<file path="src/wsd_pkg.sv">
// Shared types and constants for the websocket frame deframer.
// Used by wsd_front, wsd_queue, wsd_back and the top level; no dependencies.
package wsd_pkg;

   // Result kinds
   localparam logic [1:0] KIND_PAYLOAD = 2'd0;
   localparam logic [1:0] KIND_CLOSE   = 2'd1;
   localparam logic [1:0] KIND_ERROR   = 2'd2;

   // Frame opcodes
   localparam logic [3:0] OP_CONT   = 4'h0;
   localparam logic [3:0] OP_TEXT   = 4'h1;
   localparam logic [3:0] OP_BINARY = 4'h2;
   localparam logic [3:0] OP_CLOSE  = 4'h8;

   localparam logic [15:0] NO_CLOSE_CODE = 16'h1005;

   // 7-bit length codes that announce an extended length
   localparam logic [6:0] LEN_EXT16 = 7'd126;
   localparam logic [6:0] LEN_EXT64 = 7'd127;

   // Header byte counts
   localparam logic [3:0] EXT16_BYTES = 4'd2;
   localparam logic [3:0] EXT64_BYTES = 4'd8;
   localparam logic [3:0] KEY_BYTES   = 4'd4;

   // One event from the parser: the back stage applies the key and formats it.
   typedef struct packed {
      logic [1:0]  kind;
      logic [7:0]  data;
      logic [7:0]  key;
      logic        frame_end;
      logic [15:0] code;
      logic [3:0]  op;
   } event_type;

   typedef struct packed {
      logic full;
      logic empty;
   } queue_status_type;

endpackage

</file>
<file path="src/wsd_front.sv">
// Front stage: accepts stream bytes, parses frame headers and classifies each byte.
// Pushes one event per result into the queue. Depends on wsd_pkg.
module wsd_front (
   input  logic                      clock,
   input  logic                      reset,
   input  logic                      req_valid,
   output logic                      req_ready,
   input  logic [7:0]                req_in_byte,
   input  logic                      csr_wr_en,
   input  logic                      csr_wr_data,
   input  wsd_pkg::queue_status_type q_status,
   output logic                      push,
   output wsd_pkg::event_type        push_item
);

   typedef enum logic [6:0] {
      PH_OPCODE  = 7'b0000001,
      PH_LENGTH  = 7'b0000010,
      PH_EXTLEN  = 7'b0000100,
      PH_MASKKEY = 7'b0001000,
      PH_PAYLOAD = 7'b0010000,
      PH_CLOSE   = 7'b0100000,
      PH_HALTED  = 7'b1000000
   } phase_type;

   phase_type   phase_ff, phase_in;
   logic        enable_ff, enable_in;
   logic [3:0]  hdr_count_ff, hdr_count_in;
   logic [3:0]  opcode_ff, opcode_in;
   logic        masked_ff, masked_in;
   logic [6:0]  short_len_ff, short_len_in;
   logic [63:0] payload_left_ff, payload_left_in;
   logic [31:0] mask_key_ff, mask_key_in;
   logic [1:0]  mask_index_ff, mask_index_in;
   logic [7:0]  close_hi_ff, close_hi_in;
   logic        close_seen_ff, close_seen_in;

   logic        accept;
   logic        hdr_done;
   logic [63:0] hdr_len;
   logic [63:0] ext_len;
   logic [3:0]  count_next;
   logic [3:0]  ext_bytes;
   logic [7:0]  key_sel;
   logic        last;

   assign req_ready  = !q_status.full;
   assign accept     = req_valid && req_ready;
   assign key_sel    = mask_key_ff[{~mask_index_ff, 3'b000} +: 8];
   assign ext_len    = {payload_left_ff[55:0], req_in_byte};
   assign count_next = hdr_count_ff + 4'd1;
   assign ext_bytes  = (short_len_ff == wsd_pkg::LEN_EXT16) ? wsd_pkg::EXT16_BYTES
                                                            : wsd_pkg::EXT64_BYTES;
   assign last       = (payload_left_ff <= 64'd1);

   always_comb begin
      enable_in       = csr_wr_en ? csr_wr_data : enable_ff;
      phase_in        = phase_ff;
      hdr_count_in    = hdr_count_ff;
      opcode_in       = opcode_ff;
      masked_in       = masked_ff;
      short_len_in    = short_len_ff;
      payload_left_in = payload_left_ff;
      mask_key_in     = mask_key_ff;
      mask_index_in   = mask_index_ff;
      close_hi_in     = close_hi_ff;
      close_seen_in   = close_seen_ff;
      push            = 1'b0;
      push_item       = '0;
      hdr_done        = 1'b0;
      hdr_len         = payload_left_ff;

      if (accept && phase_ff != PH_HALTED) begin
         if (!enable_ff) begin
            // pass the byte through untouched, parser state holds
            push           = 1'b1;
            push_item.kind = wsd_pkg::KIND_PAYLOAD;
            push_item.data = req_in_byte;
         end else begin
            case (phase_ff)
               PH_OPCODE: begin
                  opcode_in = req_in_byte[3:0];
                  phase_in  = PH_LENGTH;
               end
               PH_LENGTH: begin
                  masked_in    = req_in_byte[7];
                  short_len_in = req_in_byte[6:0];
                  hdr_count_in = '0;
                  if (req_in_byte[6:0] inside {wsd_pkg::LEN_EXT16, wsd_pkg::LEN_EXT64}) begin
                     payload_left_in = '0;
                     phase_in        = PH_EXTLEN;
                  end else begin
                     payload_left_in = {57'd0, req_in_byte[6:0]};
                     mask_key_in     = '0;
                     if (req_in_byte[7]) begin
                        phase_in = PH_MASKKEY;
                     end else begin
                        hdr_done = 1'b1;
                        hdr_len  = {57'd0, req_in_byte[6:0]};
                     end
                  end
               end
               PH_EXTLEN: begin
                  payload_left_in = ext_len;
                  hdr_count_in    = count_next;
                  if (count_next == ext_bytes) begin
                     mask_key_in  = '0;
                     hdr_count_in = '0;
                     if (masked_ff) begin
                        phase_in = PH_MASKKEY;
                     end else begin
                        hdr_done = 1'b1;
                        hdr_len  = ext_len;
                     end
                  end
               end
               PH_MASKKEY: begin
                  mask_key_in  = {mask_key_ff[23:0], req_in_byte};
                  hdr_count_in = count_next;
                  if (count_next == wsd_pkg::KEY_BYTES) begin
                     hdr_done = 1'b1;
                  end
               end
               PH_PAYLOAD: begin
                  mask_index_in       = mask_index_ff + 2'd1;
                  payload_left_in     = last ? 64'd0 : payload_left_ff - 64'd1;
                  push                = 1'b1;
                  push_item.kind      = wsd_pkg::KIND_PAYLOAD;
                  push_item.data      = req_in_byte;
                  push_item.key       = key_sel;
                  push_item.frame_end = last;
                  if (last) begin
                     phase_in = PH_OPCODE;
                  end
               end
               PH_CLOSE: begin
                  mask_index_in = mask_index_ff + 2'd1;
                  close_seen_in = 1'b1;
                  if (!close_seen_ff) begin
                     close_hi_in = req_in_byte ^ key_sel;
                  end else begin
                     // second code byte: the back stage unmasks the low byte
                     phase_in       = PH_HALTED;
                     push           = 1'b1;
                     push_item.kind = wsd_pkg::KIND_CLOSE;
                     push_item.code = {close_hi_ff, req_in_byte};
                     push_item.key  = key_sel;
                  end
               end
               default: begin
                  phase_in = PH_HALTED;
               end
            endcase
         end
      end

      if (hdr_done) begin
         mask_index_in = '0;
         if (opcode_ff == wsd_pkg::OP_CLOSE) begin
            if (hdr_len < 64'd2) begin
               phase_in       = PH_HALTED;
               push           = 1'b1;
               push_item.kind = wsd_pkg::KIND_CLOSE;
               push_item.code = wsd_pkg::NO_CLOSE_CODE;
            end else begin
               close_seen_in = 1'b0;
               phase_in      = PH_CLOSE;
            end
         end else if (!(opcode_ff inside {wsd_pkg::OP_TEXT, wsd_pkg::OP_BINARY})
                      && hdr_len != 64'd0) begin
            phase_in       = PH_HALTED;
            push           = 1'b1;
            push_item.kind = wsd_pkg::KIND_ERROR;
            push_item.op   = opcode_ff;
         end else begin
            phase_in = (hdr_len == 64'd0) ? PH_OPCODE : PH_PAYLOAD;
         end
      end
   end

   always_ff @(posedge clock) begin
      if (reset) begin
         enable_ff       <= 1'b0;
         phase_ff        <= PH_OPCODE;
         hdr_count_ff    <= '0;
         opcode_ff       <= '0;
         masked_ff       <= 1'b0;
         short_len_ff    <= '0;
         payload_left_ff <= '0;
         mask_key_ff     <= '0;
         mask_index_ff   <= '0;
         close_hi_ff     <= '0;
         close_seen_ff   <= 1'b0;
      end else begin
         enable_ff       <= enable_in;
         phase_ff        <= phase_in;
         hdr_count_ff    <= hdr_count_in;
         opcode_ff       <= opcode_in;
         masked_ff       <= masked_in;
         short_len_ff    <= short_len_in;
         payload_left_ff <= payload_left_in;
         mask_key_ff     <= mask_key_in;
         mask_index_ff   <= mask_index_in;
         close_hi_ff     <= close_hi_in;
         close_seen_ff   <= close_seen_in;
      end
   end

endmodule

</file>
<file path="src/wsd_queue.sv">
// Short event queue between the parser front and the output back stage.
// Register-based FIFO of DEPTH entries. Depends on wsd_pkg.
module wsd_queue #(
   parameter int DEPTH = 2
) (
   input  logic                      clock,
   input  logic                      reset,
   input  logic                      push,
   input  wsd_pkg::event_type        push_item,
   input  logic                      pop,
   output wsd_pkg::event_type        pop_item,
   output wsd_pkg::queue_status_type status
);

   localparam int IDX_W = (DEPTH > 1) ? $clog2(DEPTH) : 1;
   localparam int CNT_W = $clog2(DEPTH + 1);

   wsd_pkg::event_type entries_ff [DEPTH];
   logic [IDX_W-1:0]   wr_ptr_ff, wr_ptr_in;
   logic [IDX_W-1:0]   rd_ptr_ff, rd_ptr_in;
   logic [CNT_W-1:0]   count_ff, count_in;

   assign status.full  = (count_ff == CNT_W'(DEPTH));
   assign status.empty = (count_ff == '0);
   assign pop_item     = entries_ff[rd_ptr_ff];

   always_comb begin
      wr_ptr_in = wr_ptr_ff;
      rd_ptr_in = rd_ptr_ff;
      count_in  = count_ff;
      if (push) begin
         wr_ptr_in = (wr_ptr_ff == IDX_W'(DEPTH - 1)) ? '0 : wr_ptr_ff + 1'b1;
      end
      if (pop) begin
         rd_ptr_in = (rd_ptr_ff == IDX_W'(DEPTH - 1)) ? '0 : rd_ptr_ff + 1'b1;
      end
      case ({push, pop})
         2'b10:   count_in = count_ff + 1'b1;
         2'b01:   count_in = count_ff - 1'b1;
         default: count_in = count_ff;
      endcase
   end

   always_ff @(posedge clock) begin
      if (push) begin
         entries_ff[wr_ptr_ff] <= push_item;
      end
   end

   always_ff @(posedge clock) begin
      if (reset) begin
         wr_ptr_ff <= '0;
         rd_ptr_ff <= '0;
         count_ff  <= '0;
      end else begin
         wr_ptr_ff <= wr_ptr_in;
         rd_ptr_ff <= rd_ptr_in;
         count_ff  <= count_in;
      end
   end

endmodule

</file>
<file path="src/wsd_back.sv">
// Back stage: pops events, unmasks data and close codes, and holds the result register.
// Drives the rsp_ channel. Depends on wsd_pkg.
module wsd_back (
   input  logic                      clock,
   input  logic                      reset,
   input  wsd_pkg::queue_status_type q_status,
   input  wsd_pkg::event_type        q_item,
   output logic                      pop,
   output logic                      rsp_valid,
   input  logic                      rsp_ready,
   output logic [1:0]                rsp_kind,
   output logic [7:0]                rsp_data_byte,
   output logic                      rsp_frame_end,
   output logic [15:0]               rsp_close_code,
   output logic [3:0]                rsp_bad_opcode
);

   logic        valid_ff, valid_in;
   logic [1:0]  kind_ff;
   logic [7:0]  data_ff;
   logic        end_ff;
   logic [15:0] code_ff;
   logic [3:0]  op_ff;
   logic        is_payload, is_close, is_error;

   // load whenever the register is free or being emptied this cycle
   assign pop        = !q_status.empty && (!valid_ff || rsp_ready);
   assign valid_in   = pop || (valid_ff && !rsp_ready);
   assign is_payload = (q_item.kind == wsd_pkg::KIND_PAYLOAD);
   assign is_close   = (q_item.kind == wsd_pkg::KIND_CLOSE);
   assign is_error   = (q_item.kind == wsd_pkg::KIND_ERROR);

   always_ff @(posedge clock) begin
      if (reset) begin
         valid_ff <= 1'b0;
      end else begin
         valid_ff <= valid_in;
      end
   end

   always_ff @(posedge clock) begin
      if (pop) begin
         kind_ff <= q_item.kind;
         data_ff <= is_payload ? (q_item.data ^ q_item.key) : 8'd0;
         end_ff  <= is_payload && q_item.frame_end;
         code_ff <= is_close ? (q_item.code ^ {8'd0, q_item.key}) : 16'd0;
         op_ff   <= is_error ? q_item.op : 4'd0;
      end
   end

   assign rsp_valid      = valid_ff;
   assign rsp_kind       = kind_ff;
   assign rsp_data_byte  = data_ff;
   assign rsp_frame_end  = end_ff;
   assign rsp_close_code = code_ff;
   assign rsp_bad_opcode = op_ff;

endmodule

</file>
<file path="src/websocket_frame_deframer_unit.sv">
// WebSocket receive deframer: takes one stream byte per cycle on req_ and gives at most
// one result per byte on rsp_. With csr enable low, bytes pass through as payload; with
// it high, frame headers are parsed and payload bytes come out unmasked, frame_end on the
// last one. A close frame yields one close event (0x1005 with no code), a data-bearing
// frame with an opcode other than text or binary yields one error event, and after either
// the block swallows every byte until reset. A byte is accepted every cycle while the
// event queue has room; each result is written to the event queue and then to the output
// register, and the QUEUE_DEPTH-entry queue plus the output register absorb stalls
// on the rsp_ side. Write the enable only while the block is idle.
module websocket_frame_deframer_unit #(
   parameter int QUEUE_DEPTH = 2
) (
   input  logic        clock,
   input  logic        reset,
   input  logic        req_valid,
   output logic        req_ready,
   input  logic [7:0]  req_in_byte,
   output logic        rsp_valid,
   input  logic        rsp_ready,
   output logic [1:0]  rsp_kind,
   output logic [7:0]  rsp_data_byte,
   output logic        rsp_frame_end,
   output logic [15:0] rsp_close_code,
   output logic [3:0]  rsp_bad_opcode,
   input  logic        csr_wr_en,
   input  logic        csr_wr_data
);

   wsd_pkg::queue_status_type q_status;
   wsd_pkg::event_type        push_item;
   wsd_pkg::event_type        pop_item;
   logic                      push;
   logic                      pop;

   wsd_front u_front (
      .clock       (clock),
      .reset       (reset),
      .req_valid   (req_valid),
      .req_ready   (req_ready),
      .req_in_byte (req_in_byte),
      .csr_wr_en   (csr_wr_en),
      .csr_wr_data (csr_wr_data),
      .q_status    (q_status),
      .push        (push),
      .push_item   (push_item)
   );

   wsd_queue #(
      .DEPTH (QUEUE_DEPTH)
   ) u_queue (
      .clock     (clock),
      .reset     (reset),
      .push      (push),
      .push_item (push_item),
      .pop       (pop),
      .pop_item  (pop_item),
      .status    (q_status)
   );

   wsd_back u_back (
      .clock          (clock),
      .reset          (reset),
      .q_status       (q_status),
      .q_item         (pop_item),
      .pop            (pop),
      .rsp_valid      (rsp_valid),
      .rsp_ready      (rsp_ready),
      .rsp_kind       (rsp_kind),
      .rsp_data_byte  (rsp_data_byte),
      .rsp_frame_end  (rsp_frame_end),
      .rsp_close_code (rsp_close_code),
      .rsp_bad_opcode (rsp_bad_opcode)
   );

   // a close or error event is the last result before reset
   a_event_is_last: assert property (@(posedge clock) disable iff (reset)
      rsp_valid && rsp_ready && rsp_kind != wsd_pkg::KIND_PAYLOAD |=> !rsp_valid)
      else $error("result delivered after close or error event");

   // the output register only fills from a non-empty queue
   a_load_from_queue: assert property (@(posedge clock) disable iff (reset)
      $rose(rsp_valid) |-> $past(!q_status.empty))
      else $error("output loaded while queue was empty");

   // the queue never takes an event while full unless an event is popped at the same time
   a_no_overflow: assert property (@(posedge clock) disable iff (reset)
      push |-> !q_status.full || pop)
      else $error("event pushed into full queue");

endmodule
</file>
<file path="config.mk">
export PLATFORM = sky130hd
export DESIGN_NAME = websocket_frame_deframer_unit
export DESIGN_NICKNAME = d
export VERILOG_FILES = /design/src/wsd_pkg.sv /design/src/wsd_front.sv /design/src/wsd_queue.sv /design/src/wsd_back.sv /design/src/websocket_frame_deframer_unit.sv
export SDC_FILE = /design/constraint.sdc
export NUM_CORES = 1
export LEC_CHECK = 0
export BUFFER_PORTS_ARGS = -buffer_cell sky130_fd_sc_hd__buf_4
export CORE_MARGIN = 2
export CORE_UTILIZATION = 45
export CTS_CLUSTER_SIZE = 12
export DETAILED_ROUTE_END_ITERATION = 6
export GPL_TIMING_DRIVEN = 0
export PLACE_DENSITY = 0.75
export SYNTH_ARGS = -nofsm -noshare
export SYNTH_HDL_FRONTEND = slang
export SYNTH_SLANG_ARGS = --single-unit
</file>
<file path="constraint.sdc">
create_clock -name clock -period 4.44 [get_ports clock]
set_input_delay 0.222 -clock clock [delete_from_list [all_inputs] [get_ports clock]]
set_output_delay 0.222 -clock clock [all_outputs]
set_load 0.05 [all_outputs]
</file>
==> metrics.md, run 1 <==
| Metric | Value |
|---|---|
| Mapped Nets | `1,370` |
| Cell taking the most area after synthesis | `edfxtp_1` |
| Maximum vdd drop | `0.2745 mV` |
| Fmax | `236.5 MHz` |
| Unique masters post-synth | `81` |
| WHS Path Cells | `3` |
| Primary FF master, synth | `dfxtp_1` |
| Critical path, cell by cell | `clkbuf_1 > or4_4 > nor4_4 > nand4_1 > a2111oi_2 > o2111ai_1 > a211oi_2 > nand3_1 > o2111ai_4 > and2_1 > ha_1 > or3_1 > a21oi_1` |
| Most common cell after layout, fill and taps aside | `nor2_1` |
| Diode count | `0` |
| CP Capture Type | `flop` |
| Crit path launch type | `flop` |
| TritonCTS clock tree | `done` |
| Die Span Y | `170.4 microns` |
| CP Launch Point | `u_front.payload_left_ff[56]` |
| Cell Area, Synth | `0.01246 sq mm` |
| Initial DRC count | `1,344` |
| Clock Skews | `17.68 ps` |
| Post-route ant nets | `0` |
| Final Hold Viols | `0` |
| Final Critical Period | `4229 ps` |
| Htree depth | `1` |
| R2r startpoint | `u_front.payload_left_ff[56]` |
| Clk root buf | `clkbuf_16` |
| First-pass GRT wire length | `56,180 microns` |
| Die X-Extent | `170.4 microns` |
| CTS Buf Count | `28` |
| Clock slew seen by the registers of the worst setup and hold paths | `60 ps` |
| Initial antenna violation count | `0` |
| GRT Total Usage | `0.2470` |
| Port Buffers | `37` |
| Most frequent cells in the layout | `174 x nor2_1, 137 x dfxtp_1, 130 x nand2_1` |
| Via density | `6.007` |
| Async S/R FF share, synth | `0` |
| Row count | `60` |
| Worst hold path type | `in -> reg` |
| DRT Wirelength | `36,170 microns` |
| Routability-driven placement congestion ratio | `0.9685` |
| Yosys top cell area share | `0.2628` |
| Pre-CTS setup slack | `33.88 ps` |
| P_leak | `5.098 nW` |
| GRT overflow | `0` |
| Largest net degree at the start of global routing | `34` |
| DRC violations left | `0` |
| Post-DP HPWL | `25,310 microns` |
| Required @ worst endpoint | `4920 ps` |
| Reg2Reg Depth | `13` |
| Final setup viols | `0` |
| I/O Pins | `47` |
| RSZ-0062 raised after global routing | `no` |
| Syn Area/Cell | `9.213 sq um` |
| CORE AREA | `0.02710 sq mm` |
| Worst Max-Slew Pin Slew | `1172 ps` |
| Status | `finished clean` |
| Die area | `0.02903 sq mm` |
| Layout area overhead | `14.85%` |
| Worst Min Path Start | `rsp_ready` |
| Kind of critical path | `reg -> reg` |
| Post-synth EDFFs | `109` |
| Final hold slack | `21.83 ps` |
| Vias in the first global route | `10,210` |
| Max-cap violations | `0` |
| Clock Latency Late Sink | `570 ps` |
| Worst Path Arrival | `4710 ps` |
| Sequential fraction of the synthesis area | `0.4830` |
| Crit share post-route | `0.9525` |
| Synth top area cells | `edfxtp_1 26%, dfxtp_1 22%, nor2_1 5.3%` |
| Ys Warns | `0` |
| Slowest-stage cell, CP | `or4_4` |
| FF+latch count, synth | `246` |
| Power per cell area | `439.6 mW/mm^2` |
| # clock sinks | `246` |
| Clock Tree Buf Depth | `3` |
| DRT Pass-1 Iters | `6` |
| Fin worst setup slack | `211.1 ps` |
| Final #Nets | `1,443` |
| Max Slew Vio Count | `0` |
| Drt wl/cell | `19.88 microns` |
| TNS Setup | `0 ps` |
| Slew margin rel. | `0.2138` |
| CP max FO | `7` |
| Vias post-DR | `10,930` |
| Mapped Cells | `1,352` |
| Layout cell share with drive strength beyond 1 | `0.09606` |
| Max incr delay on CP | `550 ps` |
| Initial Utilization | `0.4596` |
[Yosys cell counts (all sizes together) (4+ instances only)]
cell and count:
a211oi 34, a21o 6, a21oi 106, a22o 4
a22oi 36, a31o 4, a31oi 8, a32o 4
a32oi 6, and2 38, and3 5, and3b 5
buf 25, clkbuf 73, dfxtp 137, edfxtp 109
ha 4, inv 18, mux2i 24, mux4 8
nand2 132, nand2b 6, nand3 58, nand3b 7
nand4 5, nor2 177, nor2b 5, nor3 40
nor4 20, o211ai 5, o21a 5, o21ai 71
o22ai 8, o31ai 10, or2 8, or3 10
or4 11, xnor2 45, xor2 35
[state kept, by name (all words and copies together) (netlist names), 2 cells and up, named ones only]
register / flops
u_back.rsp_bad_opcode: 4
u_back.rsp_close_code: 16
u_back.rsp_data_byte: 8
u_back.rsp_kind: 2
u_front.close_hi_ff: 8
u_front.hdr_count_ff: 4
u_front.mask_index_ff: 2
u_front.mask_key_ff: 32
u_front.opcode_ff: 4
u_front.payload_left_ff: 64
u_front.phase_ff: 7
u_front.short_len_ff: 7
u_queue.count_ff: 2
u_queue.entries_ff: 78
[through the flow]
step           power [mW]  cell area, sq um  utilization  std cells
3_5_place_dp        3.948             13270       0.4898       1763
2_1_floorplan       3.587             12460            -       1352
4_1_cts             6.311             14240       0.5255       1817
6_report            6.288             14310       0.5278       1819
3_3_place_gp        3.905             13210       0.4873       1761
5_1_grt             6.502             14310       0.5278       1819
[metal layers]
layer  vias to the layer above  part of all wire  global-route usage
met4                         0             0.038              0.1055
met2                       558              0.46              0.3954
met3                       118             0.096             0.04512
met1                      5201              0.40              0.3287
met5                         -                 0                   0
li1                       5050                 -                   -
[timing repair]
item,CTS,global route
resized for setup,0,7
hold buffers,2,0
setup endpoints to repair,0,81
buffers inserted,0,1
hold endpoints to repair,1,0
[cells by family after synthesis]
group | Yosys count | share of synthesized area
multiplexers | 33 | 0.03466
AND/OR/NAND/NOR | 538 | 0.2117
flip-flops | 246 | 0.4830
buffers and inverters | 116 | 0.03807
adder cells (fa/ha/maj) | 4 | 0.004018
XOR/XNOR | 80 | 0.05625
AO/OA/AOI/OAI | 335 | 0.1724
[final cells by class]
| cell class | instances | area [sq um] |
|---|---|---|
| Fill cell | 2398 | 12800 |
| Multi-Input combinational cell | 991 | 6028 |
| Clock buffer | 39 | 752.0 |
| Sequential cell | 246 | 6016 |
| Tap cell | 372 | 465.4 |
| Timing Repair Buffer | 42 | 372.9 |
| Buffer | 98 | 406.6 |
| Inverter | 18 | 67.56 |
| Clock inverter | 13 | 196.4 |
[final timing paths]
kind | end | slack (ps)
max | u_queue.count_ff[1] | 210
max reg2reg | u_queue.count_ff[1] | 210
min | u_back.rsp_valid | 20
min reg2reg | u_front.short_len_ff[1] | 450
[power breakdown]
part / internal [mW] / switching (mW) / total, mW
Sequential: 2.64 / 0.0761 / 2.72
Combinational: 0.340 / 0.856 / 1.20
Clock: 1.42 / 0.956 / 2.38
Total: 4.40 / 1.89 / 6.29
[critical path: cells and delay by family, from the launching register on]
| kind | cells | cell delay [ps] |
|---|---|---|
| adder cells (fa/ha/maj) | 1 | 280 |
| AND/OR/NAND/NOR | 6 | 1920 |
| flip-flops | 1 | 290 |
| AO/OA/AOI/OAI | 5 | 1420 |
| buffers and inverters | 1 | 220 |
No activity file was read; power rests on OpenSTA's default activity.
==> inputs of run 2 (changes only) <==
==> constraint.sdc (replaced) <==
create_clock -name clock -period 4.44 [get_ports clock]
set_input_delay 0.444 -clock clock [delete_from_list [all_inputs] [get_ports clock]]
set_output_delay 0.444 -clock clock [all_outputs]
set_load 0.05 [all_outputs]
==> run 2 against run 1 <==
  * Critical path depth is the same
  * Sequential power is essentially flat
  * Flip-flop and latch count is the same
  * Hold slack gained 92 ps
  * Critical endpoint unchanged
==> metrics.md, run 2 (synthesis gave the netlist of run 1 again) <==
| Metric | Value |
|---|---|
| Worst Path Arrival | `4720 ps` |
| Post-route ant nets | `0` |
| CP max FO | `7` |
| Final Critical Period | `4238 ps` |
| Via density | `6.018` |
| P_leak | `5.090 nW` |
| Slew margin rel. | `0.2121` |
| Most frequent cells in the layout | `174 x nor2_1, 137 x dfxtp_1, 130 x nand2_1` |
| Final hold slack | `114.3 ps` |
| Crit path launch type | `flop` |
| Top flop regs | `u_queue.entries_ff: 78 flops, u_front.payload_left_ff: 64 flops, u_front.mask_key_ff: 32 flops` |
| Initial DRC count | `1,307` |
| Initial Utilization | `0.4596` |
| DRC violations left | `0` |
| Die X-Extent | `170.4 microns` |
| CP Capture Type | `flop` |
| Status | `finished clean` |
| Clock Tree Buf Depth | `3` |
| Fin worst setup slack | `202.0 ps` |
| GRT Total Usage | `0.2467` |
| Die Span Y | `170.4 microns` |
| Drt wl/cell | `19.99 microns` |
| Power per cell area | `440.4 mW/mm^2` |
| Placed Area | `0.01327 sq mm` |
| I/O Pins | `47` |
| Post-DP HPWL | `25,310 microns` |
| Row count | `60` |
| Final setup viols | `0` |
| Final Hold Viols | `0` |
| Largest Register | `u_queue.entries_ff` |
| Initial antenna violation count | `0` |
| Worst hold path type | `in -> reg` |
| TritonCTS clock tree | `done` |
| Kind of critical path | `reg -> reg` |
| DRT Wirelength | `36,320 microns` |
| Largest net degree at the start of global routing | `34` |
| CTS Buf Count | `28` |
| Final #Nets | `1,441` |
| Crit share post-route | `0.9545` |
| Layout area overhead | `14.69%` |
| Clock slew seen by the registers of the worst setup and hold paths | `60 ps` |
| Total power draw | `6.291 mW` |
| Fmax | `236.0 MHz` |
| Diode count | `0` |
| Vias post-DR | `10,930` |
| Maximum vdd drop | `0.2726 mV` |
| Clk root buf | `clkbuf_16` |
| Layout Cell Area excl Fill | `0.01429 sq mm` |
| Layout cell share with drive strength beyond 1 | `0.09619` |
| GRT overflow | `0` |
| TNS Setup | `0 ps` |
| Required @ worst endpoint | `4920 ps` |
| Fillers | `2,396` |
| CORE AREA | `0.02710 sq mm` |
| CTS Hold Buffers Added | `0` |
| Max reg flops | `78` |
| Htree depth | `1` |
| Die area | `0.02903 sq mm` |
| Max Slew Vio Count | `0` |
| RSZ-0062 raised after global routing | `no` |
| Vias in the first global route | `10,180` |
| First-pass GRT wire length | `56,110 microns` |
| Clock Skews | `20.85 ps` |
| Pre-CTS setup slack | `33.88 ps` |
| # clock sinks | `246` |
| Max-cap violations | `0` |
| Routability-driven placement congestion ratio | `0.9685` |
| Most common cell after layout, fill and taps aside | `nor2_1` |
| Clock Latency Late Sink | `570 ps` |
| DRT Pass-1 Iters | `6` |
| Worst Max-Slew Pin Slew | `1174 ps` |
| Port Buffers | `37` |
==> run 2: cell types whose count changed in the layout (fill, tap and decap cells not counted) <==
cell	previous run	this run
dlygate4sd3_1	2	0
==> run 2: routing by layer <==
metal	wire length, microns	GRT usage	share of wire
met2	16660	0.3943	0.46
met1	14710	0.3287	0.40
met3	3565	0.04512	0.098
met4	1381	0.1055	0.038
met5	0	0	0
==> run 2: cell type report <==
type,instances,area [sq um],share of cell area
plain buffers,98,406.6,0.02847
flip-flops and latches,246,6016,0.4211
inverters,18,67.56,0.004730
clock inverters,13,196.4,0.01375
well taps,372,465.4,0.03258
clock buffers,39,752.0,0.05264
repair buffers,40,352.8,0.02470
multi-input cells,991,6028,0.4220
==> run 2: where the power goes <==
part | switching (mW) | internal [mW] | leakage (nW)
clock network | 0.958 | 1.42 | 0.441
logic | 0.857 | 0.338 | 2.49
registers | 0.0766 | 2.64 | 2.16
==> run 2: worst paths after layout <==
kind | start | endpoint | slack, ps | cells past startpoint
min | csr_wr_data | u_front.enable_ff | 110 | 3
max | u_front.payload_left_ff[56] | u_queue.count_ff[1] | 200 | 13
max reg2reg | u_front.payload_left_ff[56] | u_queue.count_ff[1] | 200 | 13
min reg2reg | u_front.short_len_ff[1] | u_front.short_len_ff[1] | 450 | 2
==> run 2: timing repair <==
action	in CTS	in global routing
resized for setup	0	7
setup endpoints to repair	0	81
setup buffers	0	1
==> run 2: worst max-delay path, cell delays in order (launching register included) <==
cell       delay, ps
dfxtp_1          290
clkbuf_1         230
or4_4            550
nor4_4           310
nand4_1          210
a2111oi_2        410
o2111ai_1        180
a211oi_2         320
nand3_1          240
o2111ai_4        380
and2_1           250
ha_1             280
or3_1            360
a21oi_1          140
==> run 2: stage by stage <==
| stage | std cells | utilization |
|---|---|---|
| after floorplan | 1352 | - |
| after global placement | 1761 | 0.4873 |
| after detailed placement | 1763 | 0.4898 |
| after CTS | 1815 | 0.5247 |
| after global routing | 1817 | 0.5271 |
| final | 1817 | 0.5271 |
